===== config.mk =====
export PLATFORM = sky130hd
export DESIGN_NAME = sas_ctrl
export DESIGN_NICKNAME = d
export VERILOG_FILES = /design/src/hw/rtl/sas_pkg.sv /design/src/hw/rtl/sas_ctrl.sv
export SDC_FILE = /design/constraint.sdc
export NUM_CORES = 1
export LEC_CHECK = 0
export BUFFER_PORTS_ARGS = -buffer_cell sky130_fd_sc_hd__buf_2
export CORE_AREA = 10 10 47 49
export DETAILED_ROUTE_END_ITERATION = 16
export DIE_AREA = 0 0 57 59
export GPL_TIMING_DRIVEN = 0
export HOLD_SLACK_MARGIN = 0.06
export SYNTH_ARGS = -nofsm -noshare
export SYNTH_HDL_FRONTEND = slang
export SYNTH_SLANG_ARGS = --single-unit

===== constraint.sdc =====
create_clock -name clk -period 1.5 [get_ports clk]
set_clock_uncertainty 0.05 [all_clocks]
set_input_delay 0.45 -clock clk [delete_from_list [all_inputs] [get_ports clk]]
set_output_delay 0.45 -clock clk [all_outputs]
set_load 0.05 [all_outputs]

===== src/hw/rtl/sas_pkg.sv =====
// Shared sizes, configuration register codes, command/status types and
// score saturation for the sequence alignment score block.
// No dependencies.
package sas_pkg;

  // Store sizes and field widths
  localparam int REF_DEPTH   = 256;
  localparam int ADDR_W      = $clog2(REF_DEPTH);
  localparam int LEN_W       = ADDR_W + 1;
  localparam int QUERY_DEPTH = 1024;
  localparam int ROW_W       = $clog2(QUERY_DEPTH) + 1;
  localparam int SCORE_W     = 20;
  localparam int EXT_W       = SCORE_W + 2;
  localparam int SYM_W       = 8;
  localparam int PARAM_W     = 8;
  localparam int CFG_IDX_W   = 3;

  // Configuration register indexes
  localparam logic [CFG_IDX_W-1:0] REG_GLOBAL_MODE    = 3'd0;
  localparam logic [CFG_IDX_W-1:0] REG_MATCH_SCORE    = 3'd1;
  localparam logic [CFG_IDX_W-1:0] REG_MISMATCH_SCORE = 3'd2;
  localparam logic [CFG_IDX_W-1:0] REG_GAP_OPEN       = 3'd3;
  localparam logic [CFG_IDX_W-1:0] REG_GAP_EXT        = 3'd4;

  // Input operation codes
  localparam logic OP_LOAD  = 1'b0;
  localparam logic OP_QUERY = 1'b1;

  // Score limits
  localparam logic signed [SCORE_W-1:0] SMAX = {1'b0, {(SCORE_W-1){1'b1}}};
  localparam logic signed [SCORE_W-1:0] SMIN = {1'b1, {(SCORE_W-1){1'b0}}};
  localparam logic signed [EXT_W-1:0] EXT_SMAX = {3'b000, {(SCORE_W-1){1'b1}}};
  localparam logic signed [EXT_W-1:0] EXT_SMIN = {3'b111, {(SCORE_W-1){1'b0}}};

  // Controller to datapath commands
  typedef struct packed {
    logic load;   // reference symbol transfer
    logic take;   // query symbol transfer, latch symbol and last
    logic start;  // set up a row
    logic skip;   // query too long, row not computed
    logic step;   // compute one column
    logic emit;   // load the result register
  } cmd_t;

  // Datapath to controller status
  typedef struct packed {
    logic row_full;
    logic ref_empty;
    logic col_last;
    logic last_q;
    logic out_free;
  } status_t;

  // Clamp an extended score into the signed score range
  function automatic logic signed [SCORE_W-1:0] sat_score(
      input logic signed [EXT_W-1:0] v);
    logic signed [SCORE_W-1:0] r;
    if (v > EXT_SMAX) r = SMAX;
    else if (v < EXT_SMIN) r = SMIN;
    else r = v[SCORE_W-1:0];
    return r;
  endfunction

endpackage


===== src/hw/rtl/sas_ctrl.sv =====
// Sequencing state machine for the sequence alignment score block.
// Depends on sas_pkg (cmd_t, status_t, OP_* codes).
module sas_ctrl (
  input  logic             clk,
  input  logic             rst,
  input  logic             in_valid,
  output logic             in_ready,
  input  logic             op,
  input  sas_pkg::status_t sts,
  output sas_pkg::cmd_t    cmd
);

  localparam logic [1:0] ST_IDLE  = 2'd0;
  localparam logic [1:0] ST_START = 2'd1;
  localparam logic [1:0] ST_COMP  = 2'd2;
  localparam logic [1:0] ST_DONE  = 2'd3;

  logic [1:0] state;
  logic [1:0] state_next;

  assign in_ready = (state == ST_IDLE);

  // Next state and commands
  always_comb begin
    state_next = state;
    cmd        = '0;
    case (state)
      ST_IDLE: begin
        if (in_valid) begin
          if (op == sas_pkg::OP_LOAD) begin
            cmd.load = 1'b1;
          end else begin
            cmd.take   = 1'b1;
            state_next = ST_START;
          end
        end
      end
      ST_START: begin
        if (sts.row_full) begin
          cmd.skip   = 1'b1;
          state_next = ST_DONE;
        end else begin
          cmd.start  = 1'b1;
          state_next = sts.ref_empty ? ST_DONE : ST_COMP;
        end
      end
      ST_COMP: begin
        cmd.step = 1'b1;
        if (sts.col_last) state_next = ST_DONE;
      end
      ST_DONE: begin
        if (!sts.last_q) begin
          state_next = ST_IDLE;
        end else if (sts.out_free) begin
          cmd.emit   = 1'b1;
          state_next = ST_IDLE;
        end
      end
      default: state_next = ST_IDLE;
    endcase
  end

  // State register
  always_ff @(posedge clk) begin
    if (rst) state <= ST_IDLE;
    else state <= state_next;
  end

endmodule


# Yosys cells after proc, flatten, opt, wreduce, memory -nomap -nowiden
# Index checks and enable logic that the tools add are counted.
# op_classes
mux	19
reduce_logical	2
n_eq_ne	7
# op_table
operator	n
two-way mux 2 bit	8
two-way mux 1 bit	10
one-hot mux 2 bit (4 select lines)	1
equality test 2 bit (second input constant)	2
inequality test 2 bit (second input constant)	2
AND reduction 4 bit	1
inequality test 3 bit (second input constant)	1
equality test 2 x 1 -> 1 bit (second input constant)	1
logical NOT 2 bit	1
inequality test 2 x 1 -> 1 bit (second input constant)	1
# totals
elab_cells	29
regBits	2
in_bits	9
output_inout_bits	7

# Logic depth before layout (Yosys ltp)
# logic_depth
depth_word	3
depth_mapped	5
mapped_depth_nobuf	5

# Least setup slack after synthesis
# No wires, ideal clock.
# synth_path
path_kind	reg2out
start	register state[0]
end	output cmd[5] in the netlist's numbering
n_path_buf	0
setup_slack_ns	-0.689
path_stages_with_launch	5
t_required_ns	1.000
t_arrival_ns	1.689
cell_sequence	dfxtp_1 inv_1 ha_1 nand2_1 nor2_1
# synth_rtl
item	line	rtl
start: declaration	sas_ctrl.sv:18	logic [1:0] state;
start signal: assignment	sas_ctrl.sv:66	else state <= state_next;
end: declaration	sas_ctrl.sv:10	output sas_pkg::cmd_t cmd

==> impl_results.md <==
* Final period util at 1.08
* Minimum setup slack among reg-to-reg paths at approximately 80 ps
* DR iter-0 viols at 1
* Cell Area, Synth at between 200 and 250 sq um
* Residual DRC at 0
* Layout cells sized above 1 at 0.792
* Largest area contributor in the netlist: ha_1
* Final Critical Period at 1610 ps
* CP max stage cell: dfxtp_4
* PortBufs at 15
* Fill count at ~150
* Top post-synthesis cells by area: ha_1, dfxtp_1, a311oi_2
* Htree depth at 1
* GR met2 Demand/Resource at 0.0791
* Number of max-cap violations at 0
* Nets at 63
* Max reg flops at 2
* Die W at 57 um
* P&R area growth vs syn at 134%
* Routed wire length at ~800 um
* Num CTS Buffers at 3
* Avg Cell Area, Syn at roughly 8.7 sq um
* Sequential power share at 0.129
* Hold WC Path Type: input pin to register
* CP max FO at 3
* Dominant synthesized flop cell: dfxtp_1
* Largest registers: state (2)
* RSZ-0062 raised after global routing: yes
* Routed vias/inst at between 4 and 5
* LEAKAGE at between 0.2 and 0.25 nW
* Initial antenna violation count at 0
* R2R cell count at 6
* Sw Ratio at 0.459
* Yosys top cell area share at 0.230
* Pwr dens at roughly 2100 nW/um^2
* Clock-pin transition on the worst setup and hold timing paths at approximately 30 ps
* EDFF count, synth at 0
* Final count of negative-setup-slack endpoints at 7
* Hold_ws at around 390 ps
* Ports at 16
* GRT met1 Usage at 0.0406
* Worst setup margin at -115 ps
* Cell-internal power at between 0.5 and 0.6 mW
* Setup TNS Final at -552 ps
* CP Class: register to output pin
* Hold_buf cts at 0
* Logic pwr share at 0.760
* Overall Global Routing Usage at 0.0472
* FF+latch area at approximately 48 sq um
* # diodes at 0
* RR Endpoint: state[1]
* GRT overflow at 0
* Die area at around 3400 sq um
* Multi-input logic area at roughly 230 sq um
* Gpl congestion at ~0.62
* Most common cell in the netlist: ha_1
* Clock sinks at 2
* CTS tree: yes
* Routed vias at ~270
* Arrival @ worst endpoint at approximately 1100 ps
* Sequential element share of the synthesized area at 0.184
* Core footprint at 1400 sq um
* HPWL after detailed placement at 562 um
* Fmax at a little over 600 MHz
* Nature of the critical path endpoint: output pin
* Root Buffer: clkbuf_4
* CP max stage delay at 350 ps
* Clock buffer depth at 2
* Synth cell count leaders: ha_1, inv_1, and2_1, dfxtp_1
* Reg2reg start: state[1]
* Seq cells post-synth at 2
* Max-slew headroom at 0.862
* Syn Inst Count at 25
* Max VDD drop at approximately 460 uV
* Worst setup endpoint: cmd[5]
* Status: finished with violations
* Drt first pass iters at 3
* Worst path cell trace: inv_6 > ha_4 > nand2_2 > nor2_4 > buf_6
* Pre-CTS setup slack at -85.9 ps
* Placement row count at 14
* Largest net degree at the start of global routing at 6
* Biggest register: state
* First-pass GRT wire length at about 1200 um
* Net switching power at between 0.4 and 0.5 mW
* Type of origin of the critical path: register
* Async S/R FF share, synth at 0
* GR peak layer: met2
* Worst slew pin tran at 206 ps
* Yosys cell types at 18
* Failing checks: negative setup slack
* Wire length per cell at between 10 and 15 um
* Clock share of power at 0.111
* Initial Utilization at 0.155
* ANT nets after route at 0
* Die Y at ~59 um
* Clk Latency, worst-skew pair at about 220 ps
* Final Hold Viols at 0
* WP data required at 1000 ps
* Syn Nets at 38
* Global-route track usage on met3 at 0.0386
* Syn. warnings at 0
* Slew Viols, Final at 0
* Vias in the first global route at 297
* CP startpoint: state[1]
worst max-delay path, delay by kind of cell (launching register included):
family | cells | cell delay, ps
flops | 1 | 350
buf+inv | 2 | 230
simple gates | 2 | 160
fa+ha+maj | 1 | 140
cells in the final DEF (no fill, tap or decap), drive strengths merged:
| master | synthesis | final |
|---|---|---|
| and3 | 2 | 2 |
| nand2 | 1 | 1 |
| a41o | 1 | 1 |
| nor2b | 1 | 1 |
| a21oi | 1 | 1 |
| o211ai | 1 | 1 |
| inv | 3 | 3 |
| nand2b | 1 | 1 |
| nand3b | 1 | 1 |
| clkbuf | 0 | 3 |
| a21bo | 1 | 1 |
| and2 | 2 | 2 |
| dfxtp | 2 | 2 |
| a31oi | 1 | 1 |
| nor2 | 1 | 1 |
| a311oi | 2 | 2 |
| buf | 0 | 20 |
| ha | 4 | 4 |
worst min-delay path by stage:
stage                     startpoint  cells past startpoint  endpoint
after global routing             rst                      2  state[0]
after global placement      state[0]                      2  state[0]
after CTS                        rst                      2  state[0]
after floorplan                  rst                      1  state[0]
after detailed placement    state[0]                      2  state[0]
final                            rst                      2  state[0]
power groups by stage:
stage               combinational (mW)  clock, mW  sequential [mW]
finish                           0.799      0.117            0.136
global route                     0.852      0.140            0.143
CTS                              0.686      0.126            0.129
detailed placement               0.548          0            0.111
global placement                 0.541          0            0.112
floorplan                        0.468          0            0.103
timing repair:
item / CTS / global route
endpoints found under the setup margin: 7 / 7
pin swaps: 1 / 1
buffers inserted: 2 / 3
resized for setup: 26 / 7
metrics by stage:
step                      cells  utilization  instance area, sq um  total power [mW]
after floorplan              25            -                   251             0.572
after global placement       56        0.247                   347             0.653
after detailed placement     56        0.247                   347             0.659
after CTS                    61        0.334                   468             0.940
after global routing         64        0.363                   509              1.13
final                        64        0.363                   509              1.05
cell type report:
type                       count  area share
multi-input combinational     20       0.442
timing repair buffer          20       0.344
sequential                     2      0.0934
clock buffer                   3      0.0442
tap                           16      0.0393
inverter                       3      0.0369
per-layer routing:
layer / up-vias / routed length, um / share of wire
met3: 0 / 58 / 0.072
met1: 127 / 293 / 0.37
met4: 0 / 0 / 0
met2: 7 / 450 / 0.56
li1: 140 / - / -
met5: - / 0 / 0
kinds of logic (layout without fill, tap and decap cells):
kind of cell,Yosys count,count (layout),synth area share
compound gates,7,7,0.287
fa+ha+maj,4,4,0.230
buf+inv,3,26,0.0517
flops,2,2,0.184
simple gates,9,9,0.247
Power figures use the tool's default switching activity.
